==> src/hdl/htm_pkg.sv <==
`default_nettype none
// ----------------------------------------------------------------------------
// htm_pkg: shared types and constants for the HDR tone mapper
// Pixel beat formats, configuration register indexes, arithmetic constants.
// ----------------------------------------------------------------------------
package htm_pkg;

    localparam int CH_W       = 24;
    localparam int OUT_W      = 16;
    localparam int GAIN_W     = 16;
    localparam int NCH        = 3;
    localparam int LUM_W      = 24;
    localparam int RDIV_W     = 25;
    localparam int DIV_W      = 58;
    localparam int QBITS      = 16;
    localparam int FIFO_DEPTH = 4;
    localparam int FIFO_AW    = 2;
    localparam int CFG_IDX_W  = 2;
    localparam int CFG_DATA_W = 24;

    localparam logic [CFG_IDX_W-1:0] REG_TONE  = 2'd0;
    localparam logic [CFG_IDX_W-1:0] REG_GAIN  = 2'd1;
    localparam logic [CFG_IDX_W-1:0] REG_WHITE = 2'd2;

    localparam logic [GAIN_W-1:0] GAIN_RESET  = 16'd256;
    localparam logic [CH_W-1:0]   WHITE_RESET = 24'd65536;
    localparam logic [CH_W-1:0]   WHITE_FLOOR = 24'd66;

    localparam logic [15:0] LUM_WR = 16'd13933;
    localparam logic [15:0] LUM_WG = 16'd46871;
    localparam logic [15:0] LUM_WB = 16'd4732;

    localparam logic [7:0]       ACES_A  = 8'd251;
    localparam logic [7:0]       ACES_B  = 8'd3;
    localparam logic [7:0]       ACES_C  = 8'd243;
    localparam logic [7:0]       ACES_D  = 8'd59;
    localparam logic [DIV_W-1:0] ACES_E  = 58'd14 << 32;

    localparam logic CURVE_REINHARD = 1'b0;
    localparam logic CURVE_ACES     = 1'b1;

    typedef struct packed {
        logic [CH_W-1:0] red_in;
        logic [CH_W-1:0] green_in;
        logic [CH_W-1:0] blue_in;
    } t_pix_in;

    typedef struct packed {
        logic [OUT_W-1:0] red_out;
        logic [OUT_W-1:0] green_out;
        logic [OUT_W-1:0] blue_out;
    } t_pix_out;

    typedef struct packed {
        logic              tone;
        logic [GAIN_W-1:0] gain;
        logic [CH_W-1:0]   white;
    } t_cfg;

    typedef struct packed {
        logic [NCH-1:0][CH_W-1:0] e;
        logic [LUM_W-1:0]         lum;
    } t_q_entry;

    typedef struct packed {
        logic full;
        logic nearly_full;
        logic empty;
    } t_q_status;

endpackage
`default_nettype wire

==> src/hdl/htm_fifo.sv <==
`default_nettype none
// ----------------------------------------------------------------------------
// htm_fifo: short queue between front and back end
// Holds exposed pixels and their luminance until the back end takes them.
// ----------------------------------------------------------------------------
module htm_fifo (
    input  wire logic              i_clk,
    input  wire logic              i_rst_n,
    input  wire logic              i_push,
    input  wire htm_pkg::t_q_entry i_entry,
    input  wire logic              i_pop,
    output htm_pkg::t_q_entry      o_entry,
    output htm_pkg::t_q_status     o_status
);
    import htm_pkg::*;

    t_q_entry           r_mem [FIFO_DEPTH];
    logic [FIFO_AW-1:0] r_wr;
    logic [FIFO_AW-1:0] r_rd;
    logic [FIFO_AW:0]   r_cnt;
    logic [FIFO_AW:0]   n_cnt;

    always_comb begin
        n_cnt = r_cnt;
        if (i_push && !i_pop) begin
            n_cnt = r_cnt + 1'b1;
        end else if (!i_push && i_pop) begin
            n_cnt = r_cnt - 1'b1;
        end
    end

    always_ff @(posedge i_clk) begin
        if (!i_rst_n) begin
            r_wr  <= '0;
            r_rd  <= '0;
            r_cnt <= '0;
        end else begin
            if (i_push) begin
                r_wr <= r_wr + 1'b1;
            end
            if (i_pop) begin
                r_rd <= r_rd + 1'b1;
            end
            r_cnt <= n_cnt;
        end
        if (i_push) begin
            r_mem[r_wr] <= i_entry;
        end
    end

    assign o_entry              = r_mem[r_rd];
    assign o_status.full        = (r_cnt == (FIFO_AW+1)'(FIFO_DEPTH));
    assign o_status.nearly_full = (r_cnt >= (FIFO_AW+1)'(FIFO_DEPTH - 2));
    assign o_status.empty       = (r_cnt == '0);

endmodule
`default_nettype wire

==> config.mk <==
export PLATFORM = sky130hd
export DESIGN_NAME = htm_fifo
export DESIGN_NICKNAME = d
export VERILOG_FILES = /design/src/hdl/htm_pkg.sv /design/src/hdl/htm_fifo.sv
export SDC_FILE = /design/constraint.sdc
export NUM_CORES = 1
export LEC_CHECK = 0
export BUFFER_PORTS_ARGS = -buffer_cell sky130_fd_sc_hd__buf_2
export CELL_PAD_IN_SITES_DETAIL_PLACEMENT = 1
export CELL_PAD_IN_SITES_GLOBAL_PLACEMENT = 2
export CORE_ASPECT_RATIO = 1.5
export CORE_MARGIN = 3
export CORE_UTILIZATION = 40
export DETAILED_ROUTE_END_ITERATION = 12
export PLACE_DENSITY_LB_ADDON = 0.1
export SYNTH_ARGS = -nofsm -noshare
export SYNTH_HDL_FRONTEND = slang
export SYNTH_SLANG_ARGS = --single-unit
==> constraint.sdc <==
create_clock -name i_clk -period 3.05 [get_ports i_clk]
set_input_delay 0.1525 -clock i_clk [delete_from_list [all_inputs] [get_ports i_clk]]
set_output_delay 0.1525 -clock i_clk [all_outputs]
set_load 0.02 [all_outputs]
==> Yosys cells after proc, flatten, opt, wreduce, memory -nomap -nowiden <==
Memories as Yosys holds them, arrays and structs flattened. A register that Yosys moved wholly into a read port is not among the register bits.
Cells that the tools add are included.
{ "totals": {"reg_bits": 7, "ramBits": 384, "in_bits": 100, "output_inout_bits": 99, "elab_cells": 22, "mem_count": 1} }
{ "classes": {"addsub": 4, "n_lt_le_gt_ge": 1, "eq_ne": 1, "mux": 6, "n_reduce_logical": 6} }
{ "mem_list": {"columns": ["memory", "depth", "word_bits", "rd", "rd_ports_with_merged_regs", "wr", "line", "source"], "rows": [
  ["r_mem", 4, 96, 1, 1, 1, "htm_fifo.sv:17", "t_q_entry r_mem [FIFO_DEPTH];"]
]} }
{ "op_table": {"columns": ["operator", "n"], "rows": [
  ["$mux W3", 2],
  ["$add A2 B1 Y2 const B", 2],
  ["$mux W2", 2],
  ["$add A3 B1 Y3 const B", 1],
  ["$eq A3 B3 Y1 const B", 1],
  ["$ge A3 B2 Y1 const B", 1],
  ["$logic_not A3 Y1", 1],
  ["$sub A3 B1 Y3 const B", 1],
  ["$logic_and A1 B1 Y1", 2],
  ["$logic_not A1 Y1", 2],
  ["$mux W1", 2],
  ["$reduce_bool A2 Y1", 1]
]} }

==> Longest topological paths before layout <==
{ "depth": {"word_depth": 4, "mapped_depth": 7, "ltp_nobuf": 7} }

==> Worst setup path before layout <==
No wires, ideal clock.
{ "synth_timing": {"path_kind": "register to register", "start": "reg r_wr[0]", "end": "mem r_mem[0][0] (netlist bit), enable pin", "setup_ps": 465, "arrival_ps": 2762, "required_ps": 2585, "path_slack_ps": -178, "path_stages_with_launch": 4, "path_buffers": 0, "period_less_slack_ps": 3228, "path_cell_list": "dfxtp_1 -> inv_1 -> ha_1 -> and2_1"} }
{ "synth_lines": {"columns": ["item", "line", "source"], "rows": [
  ["from (decl)", "htm_fifo.sv:18", "logic [FIFO_AW-1:0] r_wr;"],
  ["from (signal assigned)", "htm_fifo.sv:39", "r_wr <= r_wr + 1'b1;"],
  ["to (decl)", "htm_fifo.sv:17", null]
]} }
Straight into the memory's write port.

==> results.tsv <==
stage	metric	value	unit
status	status	finished clean	
worst_setup_path	Worst setup SP type	flop	
layout	Multi-input gate area	2430	sq um
grt	global-route wire length before repair	46700	um
worst_setup_path	critical path's largest stage delay	0.62	ns
sta	unrepaired setup endpoints after global routing	no	
logic_synthesis	Syn Inst Count	546	
layout	most common cell after layout, fill and taps aside	edfxtp_1	
placed_design	GPL Wtd Cong	0.671	
sta	Fin. Hold Viols	0	
power	Cell Pwr Density	677	nW/um^2
run	max-cap violation count	0	
drt	Detail Route Antenna Nets	0	
grt	Tot GR Track Use	16.1	%
hold_path	Worst Hold Class	primary input to flop	
layout	leading cell types in the layout, fill and taps excluded	edfxtp_1, buf_2, dlygate4sd3_1, mux4_2, clkbuf_16	
sta	Fmax	0.419	GHz
sta	Final WS setup	0.661	ns
clocking	clk buf depth	3	
power	Final Total Pwr	12.3	mW
layout	post-layout util	51.5	%
grt	largest net degree at the start of global routing	97	
placed_design	dpl hpwl	17500	um
grt	grt ovf	0	
sta	slew margin rel.	55.2	%
placed_design	PortBufs	198	
logic_synthesis	Syn Area/Cell	26.2	sq um
drt	DR vias/cell	4.95	
sta	Slew Limit Fails	0	
drt	drt pass-1 iters	6	
grt	initial antenna violation count	1	
power	Sequential Power Share	51.2	%
power	leak pwr	6.15	nW
drt	DRC Markers	0	
die	Ports	199	
worst_setup_path	CP endpoint kind	output pin	
power	Logic pwr share	11.5	%
layout	Finished Cell Area	18100	sq um
power	Power Internal	9.51	mW
worst_setup_path	Crit Path Class	flop to output pin	
clocking	Clock transition at path regs	0.06	ns
clocking	post_cts resized	0	
worst_setup_path	Crit-path slowest cell	mux4_2	
drt	via count	6801	
sta	worst slew pin tran	0.671	ns
placed_design	Cell Area, Placed	15900	sq um
power	sw power	2.77	mW
drt	DR WL/cell	22.0	um
worst_setup_path	worst path cell trace	buf_12 > mux4_2 > buf_2	
clocking	# H-tree levels	2	
sta	Final Skew	0.0182	ns
die	Die Area	38100	sq um
worst_setup_path	data arrival time of the worst path	2.24	ns
layout	layout net count	980	
clocking	clock sinks	393	
clocking	CTS tree	yes	
logic_synthesis	Mapped Area	14300	sq um
die	initial core utilization	40.6	%
sta	hold_ws	0.0369	ns
clocking	Worst-Skew Late Latency	0.52	ns
worst_setup_path	CP Max Fanout	78	
power	clock power share	37.3	%
sta	Fin Setup TNS	0	ns
logic_synthesis	part of the Yosys area used for sequential elements	81.8	%
clocking	root buffer cell	clkbuf_16	
logic_synthesis	post-synthesis cell type count	23	
die	Core Area	35200	sq um
sta	period utilization	78.3	%
die	die height	238	um
power	VDD IR-drop max	0.355	mV
layout	Area Growth Syn to Fin	26.6	%
worst_setup_path	Reg2Reg Depth	4	
drt	Routed WL	30300	um
clocking	Setup Buffers After CTS	0	
sta	Final setup viols	0	
layout	Final Instance Count excl. Fillers	1375	
layout	layout cells sized above 1	40.5	%
logic_synthesis	Seq cells post-synth	393	
hold_path	hold depth	3	
worst_setup_path	Critical Path RT	2.90	ns
power	Sw Ratio	22.5	%
layout	register area	11700	sq um
die	num rows	84	
logic_synthesis	synthesis warning total	0	
sta	fin crit period	2.39	ns
logic_synthesis	Syn Nets	652	
die	Die Wd	160	um
drt	Initial DRC Count	379	
placed_design	worst slack at placement	1.05	ns
placed_design	placed cell count	1208	
clocking	Num CTS Buffers	39	
layout	Fill cells	3128	
grt	vias in the first global route	7941	
power by group through the flow:
| stage | combinational, mW | sequential (mW) | clock, mW |
|---|---|---|---|
| floorplan | 0.860 | 6.37 | 0 |
| global placement | 1.33 | 6.38 | 0 |
| detailed placement | 1.35 | 6.40 | 0 |
| CTS | 1.46 | 6.29 | 4.73 |
| global route | 1.53 | 6.30 | 4.95 |
| finish | 1.42 | 6.28 | 4.57 |
synthesized netlist by cell type:
master    count  area share [%]
edfxtp_1    384              81
mux4_2       96              15
buf_2        11            0.38
and2_1        9            0.39
dfxtp_1       9             1.3
clkbuf_1      5            0.13
ha_1          5            0.44
buf_8         4            0.42
inv_1         4            0.10
xor2_1        3            0.18
mux2i_1       2            0.14
nor2b_1       2           0.087
xnor2_1       2            0.12
a21boi_0      1           0.052
buf_12        1            0.14
buf_6         1           0.079
fa_1          1            0.14
nand2_1       1           0.026
nor3_1        1           0.035
nor3b_1       1           0.052
o21ai_0       1           0.035
or2_2         1           0.044
or3_1         1           0.044
registers in the layout, summed over array words and instances (netlist names), named ones only:
signal / count
r_rd: 2
r_mem: 384
r_cnt: 3
r_wr: 2
worst max-delay path: cells and delay by family (launching register included):
kind / cells / cell delay (ns)
buffers and inverters: 2 / 0.70
DFF: 1 / 0.35
muxes: 1 / 0.62
path summary, 6_finish.rpt:
kind              slack, ns                      to                  start
setup / recovery       0.66             o_entry[66]                   flop
hold / removal         0.04                    flop                  i_pop
setup reg to reg       1.07  r_mem[2][73]$_DFFE_PP_   r_wr[0]$_SDFFE_PN0P_
hold reg to reg        0.55   r_cnt[2]$_SDFFE_PN0P_  r_cnt[2]$_SDFFE_PN0P_
metal layers:
layer	share of wire (%)	GRT usage (%)	up-vias	wire length (um)
met4	2.4	4.97	0	718
met2	54	29.4	175	16400
met5	0	0	-	0
li1	-	-	2994	-
met3	5.4	3.78	48	1620
met1	38	18.7	3584	11500
cell families (layout without fill, tap and decap cells):
group,count (synthesis),count (layout),synth area share [%]
fa+ha+maj,6,6,0.577
mux,98,98,15.2
compound gates,2,2,0.0874
flops,393,393,81.8
xor+xnor,5,5,0.306
other cells,0,1,0
buf+inv,26,381,1.26
simple gates,16,16,0.682
final cells by class:
class,count,share of cell area (%)
sequential,393,64.7
multi-input combinational,127,13.4
timing repair buffer,309,11.8
clock buffer,48,5.81
tap,473,3.27
clock inverter,20,0.918
inverter,4,0.0829
antenna,1,0.0138
repair_timing:
action	4_1_cts	5_1_grt
setup endpoints to repair	0	0
hold buffers	98	0
endpoints found under the hold margin	393	0
Power figures use the tool's default switching activity.
