File: config.mk
export PLATFORM = sky130hd
export DESIGN_NAME = htm_front
export DESIGN_NICKNAME = d
export VERILOG_FILES = /design/src/hdl/htm_pkg.sv /design/src/hdl/htm_front.sv
export SDC_FILE = /design/constraint.sdc
export NUM_CORES = 2
export LEC_CHECK = 0
export ABC_AREA = 1
export BUFFER_PORTS_ARGS = -buffer_cell sky130_fd_sc_hd__buf_4
export CAP_MARGIN = 10
export CORE_MARGIN = 5
export CORE_UTILIZATION = 50
export CTS_CLUSTER_DIAMETER = 100
export DETAILED_ROUTE_END_ITERATION = 12
export PLACE_DENSITY = 0.66
export SYNTH_ARGS = -nofsm -noshare
export SYNTH_HDL_FRONTEND = slang
export SYNTH_SLANG_ARGS = --single-unit
export TNS_END_PERCENT = 10
File: constraint.sdc
create_clock -name i_clk -period 14.05 [get_ports i_clk]
set_clock_uncertainty 0.15 [all_clocks]
set_input_delay 0.7025 -clock i_clk [delete_from_list [all_inputs] [get_ports i_clk]]
set_output_delay 0.7025 -clock i_clk [all_outputs]
set_load 0.05 [all_outputs]
File: src/hdl/htm_pkg.sv
`default_nettype none
// ----------------------------------------------------------------------------
// htm_pkg: shared types and constants for the HDR tone mapper
// Pixel beat formats, configuration register indexes, arithmetic constants.
// ----------------------------------------------------------------------------
package htm_pkg;

    localparam int CH_W       = 24;
    localparam int OUT_W      = 16;
    localparam int GAIN_W     = 16;
    localparam int NCH        = 3;
    localparam int LUM_W      = 24;
    localparam int RDIV_W     = 25;
    localparam int DIV_W      = 58;
    localparam int QBITS      = 16;
    localparam int FIFO_DEPTH = 4;
    localparam int FIFO_AW    = 2;
    localparam int CFG_IDX_W  = 2;
    localparam int CFG_DATA_W = 24;

    localparam logic [CFG_IDX_W-1:0] REG_TONE  = 2'd0;
    localparam logic [CFG_IDX_W-1:0] REG_GAIN  = 2'd1;
    localparam logic [CFG_IDX_W-1:0] REG_WHITE = 2'd2;

    localparam logic [GAIN_W-1:0] GAIN_RESET  = 16'd256;
    localparam logic [CH_W-1:0]   WHITE_RESET = 24'd65536;
    localparam logic [CH_W-1:0]   WHITE_FLOOR = 24'd66;

    localparam logic [15:0] LUM_WR = 16'd13933;
    localparam logic [15:0] LUM_WG = 16'd46871;
    localparam logic [15:0] LUM_WB = 16'd4732;

    localparam logic [7:0]       ACES_A  = 8'd251;
    localparam logic [7:0]       ACES_B  = 8'd3;
    localparam logic [7:0]       ACES_C  = 8'd243;
    localparam logic [7:0]       ACES_D  = 8'd59;
    localparam logic [DIV_W-1:0] ACES_E  = 58'd14 << 32;

    localparam logic CURVE_REINHARD = 1'b0;
    localparam logic CURVE_ACES     = 1'b1;

    typedef struct packed {
        logic [CH_W-1:0] red_in;
        logic [CH_W-1:0] green_in;
        logic [CH_W-1:0] blue_in;
    } t_pix_in;

    typedef struct packed {
        logic [OUT_W-1:0] red_out;
        logic [OUT_W-1:0] green_out;
        logic [OUT_W-1:0] blue_out;
    } t_pix_out;

    typedef struct packed {
        logic              tone;
        logic [GAIN_W-1:0] gain;
        logic [CH_W-1:0]   white;
    } t_cfg;

    typedef struct packed {
        logic [NCH-1:0][CH_W-1:0] e;
        logic [LUM_W-1:0]         lum;
    } t_q_entry;

    typedef struct packed {
        logic full;
        logic nearly_full;
        logic empty;
    } t_q_status;

endpackage
`default_nettype wire

File: src/hdl/htm_front.sv
`default_nettype none
// ----------------------------------------------------------------------------
// htm_front: exposure and luminance front end
// Applies the exposure gain with saturation, then forms Rec.709 luminance.
// ----------------------------------------------------------------------------
module htm_front (
    input  wire logic              i_clk,
    input  wire logic              i_rst_n,
    input  wire logic              i_accept,
    input  wire htm_pkg::t_pix_in  i_pixel,
    input  wire htm_pkg::t_cfg     i_cfg,
    output logic                   o_push,
    output htm_pkg::t_q_entry      o_entry
);
    import htm_pkg::*;

    logic                     r_v1;
    logic [NCH-1:0][CH_W-1:0] r_e;
    logic [NCH-1:0][CH_W-1:0] n_e;
    logic                     r_v2;
    t_q_entry                 r_entry;
    t_q_entry                 n_entry;
    logic [CH_W-1:0]          w_ch [NCH];
    logic [CH_W+GAIN_W-1:0]   w_prod [NCH];
    logic [CH_W+17:0]         w_sum;

    assign w_ch[0] = i_pixel.red_in;
    assign w_ch[1] = i_pixel.green_in;
    assign w_ch[2] = i_pixel.blue_in;

    always_comb begin
        for (int c = 0; c < NCH; c++) begin
            w_prod[c] = {{GAIN_W{1'b0}}, w_ch[c]} * {{CH_W{1'b0}}, i_cfg.gain};
            if (w_prod[c][CH_W+GAIN_W-1:CH_W+8] != '0) begin
                n_e[c] = '1;
            end else begin
                n_e[c] = w_prod[c][CH_W+7:8];
            end
        end
    end

    always_comb begin
        w_sum = {18'd0, r_e[0]} * {{CH_W+2{1'b0}}, LUM_WR}
              + {18'd0, r_e[1]} * {{CH_W+2{1'b0}}, LUM_WG}
              + {18'd0, r_e[2]} * {{CH_W+2{1'b0}}, LUM_WB};
        n_entry.e   = r_e;
        n_entry.lum = w_sum[LUM_W+15:16];
    end

    always_ff @(posedge i_clk) begin
        if (!i_rst_n) begin
            r_v1 <= 1'b0;
            r_v2 <= 1'b0;
        end else begin
            r_v1 <= i_accept;
            r_v2 <= r_v1;
        end
        r_e     <= n_e;
        r_entry <= n_entry;
    end

    assign o_push  = r_v2;
    assign o_entry = r_entry;

endmodule
`default_nettype wire

# Word level (Yosys, flattened, before mapping)
# Cells that the tools add are included.
dict set report word_totals {
  reg_bits 170
  in_bits 116
  output_inout_bits 97
  word_cells 20
}
dict set report op_classes {
  addsub 2
  mul 6
  n_reduce_logical 3
}
# op n
set ops {}
lappend ops {{$mul 24x16->40} 3}
lappend ops {{$add 38x40->40} 1}
lappend ops {{$add 40x37->40} 1}
lappend ops {{$mul 24x16->40 const B} 1}
lappend ops {{$mul 24x14->38 const B} 1}
lappend ops {{$mul 24x11->35 const B} 1}
lappend ops {{$reduce_bool 8->1} 3}

# Depth between registers and ports, before layout
dict set report logic_depth {
  depth_word 3
  mapped_depth 44
  mapped_depth_nobuf 44
}

# Least setup slack after synthesis
# OpenSTA, ideal clock, no wires.
dict set report synth_timing {
  path_kind {flip-flop to flip-flop}
  from {reg r_e, in the netlist n_entry[74]}
  to {reg r_entry, in the netlist o_entry[13]}
  setup_time_ns 0.058
  arrival_ns 8.614
  required_ns 13.842
  slack_ns 5.228
  path_stages_with_launch 36
  synth_period_minus_slack_ns 8.822
  cell_sequence {dfxtp_1 > inv_1 > fa_1 > inv_1 > ha_1 > inv_1 > fa_1 > inv_1 > ha_1 > fa_1 > ha_1 > a21oi_1 > o21ai_0 > a21oi_1 > inv_1 > a31oi_1 > o21ai_0 > xor2_1 > fa_1 > fa_1 > inv_1 > fa_1 > fa_1 > inv_1 > fa_1 > inv_1 > fa_1 > inv_1 > ha_1 > nand2_1 > nor2_1 > inv_1 > nor2_1 > or3b_2 > a21o_1 > nand2_1}
}
# element line_no
set synth_rtl {}
lappend synth_rtl {{from (decl)} htm_front.sv:18} ;# logic [NCH-1:0][CH_W-1:0] r_e;
lappend synth_rtl {{from (signal assigned)} htm_front.sv:58} ;# r_e <= n_e;
lappend synth_rtl {{to (signal assigned)} htm_front.sv:59} ;# r_entry <= n_entry;
lappend synth_rtl {{to (decl)} htm_front.sv:21} ;# t_q_entry r_entry;

==> impl_results.md <==
- Tmin final: 10.13 ns
- Core area: 125600 µm²
- DR DRC count: 0
- Count leader, synth: inv_1
- Largest family of logic cells by synthesized area: adder cells
- MaxCap Viol Count: 0
- Die Y: between 300 and 400 µm
- Fin. max-slew vios: 0
- Fmax: slightly below 100 MHz
- Top post-synthesis cells by count: inv_1, nand2_1, fa_1, ha_1, nor2_1
- RSZ-0062 raised after global routing: no
- Drt first-iter violations: ~3k
- Cell at the slowest stage of the critical path: dfxtp_1
- Die Wd: about 370 µm
- DP HPWL: ~140000 µm
- Starting density of the core: just over 50%
- Worst Path Required: approximately 14 ns
- Gr ovfl total: 0
- Final TNS setup: 0 ns
- Layout cell share with drive strength beyond 1: between 3 and 4%
- Crit path largest cell delay: roughly 0.56 ns
- Worst-path clk slew: around 0.070 ns
- CTS tree: yes
- Vias per cell: 5.128
- First-pass GRT wire length: 279900 µm
- CTS Hold Bufs: 0
- Compound-Gate Fraction of Synth Area: roughly 3.8%
- CTS Buf Count: 17
- Cell accounting for the most synthesized area: fa_1
- Mean routed wirelength per cell: about 18 µm
- Mean post-synth cell area: 8.202 µm²
- Area share of the largest cell type after synthesis: between 40% and 50%
- Post-synthesis adder-cell area fraction: roughly 59%
- Largest net degree at the start of global routing: 56
- Crit start category: register
- Warnings from Yosys: 0
- Sequential fraction of the synthesis area: ~5.4%
- Synth-to-layout area growth: 4.865%
- Yosys reg bits: 170
- Clock Latency Late Sink: between 0.5 and 0.6 ns
- Worst slew pin tran: 1.039 ns
- Netlist Area Pre-Place: ~63000 µm²
- Root buf cell: clkbuf_16
- Async SR Flop Fraction: 0%
- Syn Inst Count: approximately 7.7k
- Top cell by count, worst path: inv_1
- Resize count post-CTS: 0
- Site Rows: between 100 and 150
- Drt total wl: roughly 170000 µm
- Multiplexer area fraction after synthesis: 0%
- Final Wtd Congestion: 0.9823
- Port buffer count: about 190
- Yosys cell types: 45
- Maximum buffer depth of the clock tree: 2
- Vias in the first global route: about 52k
- Ys flop type: dfxtp_1
- Drt first pass iters: 6
- Largest cells by area after synthesis: fa_1, ha_1, inv_1
- Worst Path Arrival: between 10 and 15 ns
- Fin. Hold Viols: 0
- Post-Synth Simple-Gate Area: ~14%
- Antenna violations before repair: 11
- Vias: about 48k
- Final setup fails: 0
- Max_slew headroom: about 31%
- Period Utilization, post-route: slightly above 70%
- Worst min path class: primary input to register
- Status: finished clean
- Post-synthesis xor/xnor area fraction: under 10%
- Overall routing resource usage: 26.76%
- Critical path endpoint category: register
- Number of enable flip-flop cells after synthesis: 0
- Max H-tree Level: 4
- Die ar.: approximately 130000 µm²
- Top-level I/O count: between 200 and 250
- Post-Syn Nets: 9952
- Maximum fanout along the worst path: 7
- Post-CTS Setup Bufs: 0
- Kind of critical path: register to register
- Clk sinks: 170
- Final #Nets: approximately 9.9k
- DRT antenna net count: 0
==> placed cells by master (no fill, tap or decap), types with 4 or more instances in the layout <==
cell type | netlist | layout
dfxtp_1 | 170 | 170
nor4_1 | 8 | 8
o21ai_0 | 105 | 105
nand3_1 | 147 | 147
nand2_2 | 24 | 24
a21boi_0 | 4 | 4
xnor2_1 | 62 | 62
xor2_1 | 67 | 67
buf_4 | 1 | 203
nand3_2 | 9 | 9
a21oi_1 | 238 | 238
ha_1 | 713 | 713
inv_6 | 0 | 4
nand4_1 | 18 | 18
nor3_1 | 27 | 27
o211ai_1 | 5 | 5
inv_1 | 2262 | 2262
o21bai_1 | 20 | 20
clkbuf_16 | 0 | 17
a21o_1 | 16 | 16
a211oi_1 | 5 | 5
diode_2 | 0 | 8
nor2_4 | 5 | 5
inv_8 | 0 | 4
nor2_1 | 266 | 266
o21a_1 | 15 | 15
nand2_1 | 1758 | 1758
fa_1 | 1429 | 1429
nand3b_1 | 5 | 5
a31oi_1 | 15 | 15
==> per-layer routing <==
| metal | track usage [%] | vias up | wire (µm) |
|---|---|---|---|
| met5 | 0 | - | 52 |
| met4 | 8.493 | 8 | 5820 |
| met3 | 3.915 | 242 | 11390 |
| met2 | 43.39 | 1506 | 78070 |
| met1 | 37.37 | 23990 | 75120 |
| li1 | - | 21970 | - |
==> area by class of cell <==
type,count,area (µm²)
Fill cell,12020,59390
Multi-Input combinational cell,4980,50070
Inverter,2263,8494
Sequential cell,170,3403
Tap cell,1650,2064
Timing Repair Buffer,203,1524
Clock buffer,19,452.9
Clock inverter,13,150.1
Antenna cell,8,20.02
==> critical path: cells and delay by family, from the launching register on <==
family	cells	cell delay, ns
AOI/OAI and AO/OA	6	1.62
xor gates and xnor gates	1	0.51
adders and majority gates	13	5.54
buffers and inverters	10	0.74
DFF	1	0.56
and+or+nand+nor	7	0.88
==> flip-flops by register name, indices dropped and copies added, names as in the netlist <==
| register | cells |
|---|---|
| o_push | 1 |
| n_entry | 72 |
| r_v1 | 1 |
| o_entry | 96 |
==> final timing paths <==
kind	startpoint	to	slack [ns]	cells after the start
max	n_entry[74]	o_entry[19]	3.92	37
min	i_accept	r_v1	0.23	3
max reg2reg	n_entry[74]	o_entry[19]	3.92	37
min reg2reg	r_v1	o_push	0.27	2
==> cells by family after synthesis <==
family                     after synthesis
AOI/OAI and AO/OA                      431
xor gates and xnor gates               129
adders and majority gates             2142
buffers and inverters                 2544
DFF                                    170
and+or+nand+nor                       2278
==> per-stage QoR <==
step | worst slack (ns) | util, % | instances | area (µm²) | hold WS [ns]
floorplan | 5.228 | - | 7694 | 63110 | 0.2213
global placement | 3.963 | 52.21 | 9266 | 65560 | 0.2551
detailed placement | 3.971 | 52.21 | 9266 | 65560 | 0.2617
CTS | 3.956 | 52.69 | 9298 | 66160 | 0.1944
global route | 3.340 | 52.69 | 9299 | 66160 | 0.2115
finish | 3.923 | 52.70 | 9306 | 66180 | 0.2327
Power is not shown: default switching activity piles up to over one toggle a cycle in this logic, so the estimate is an artifact.
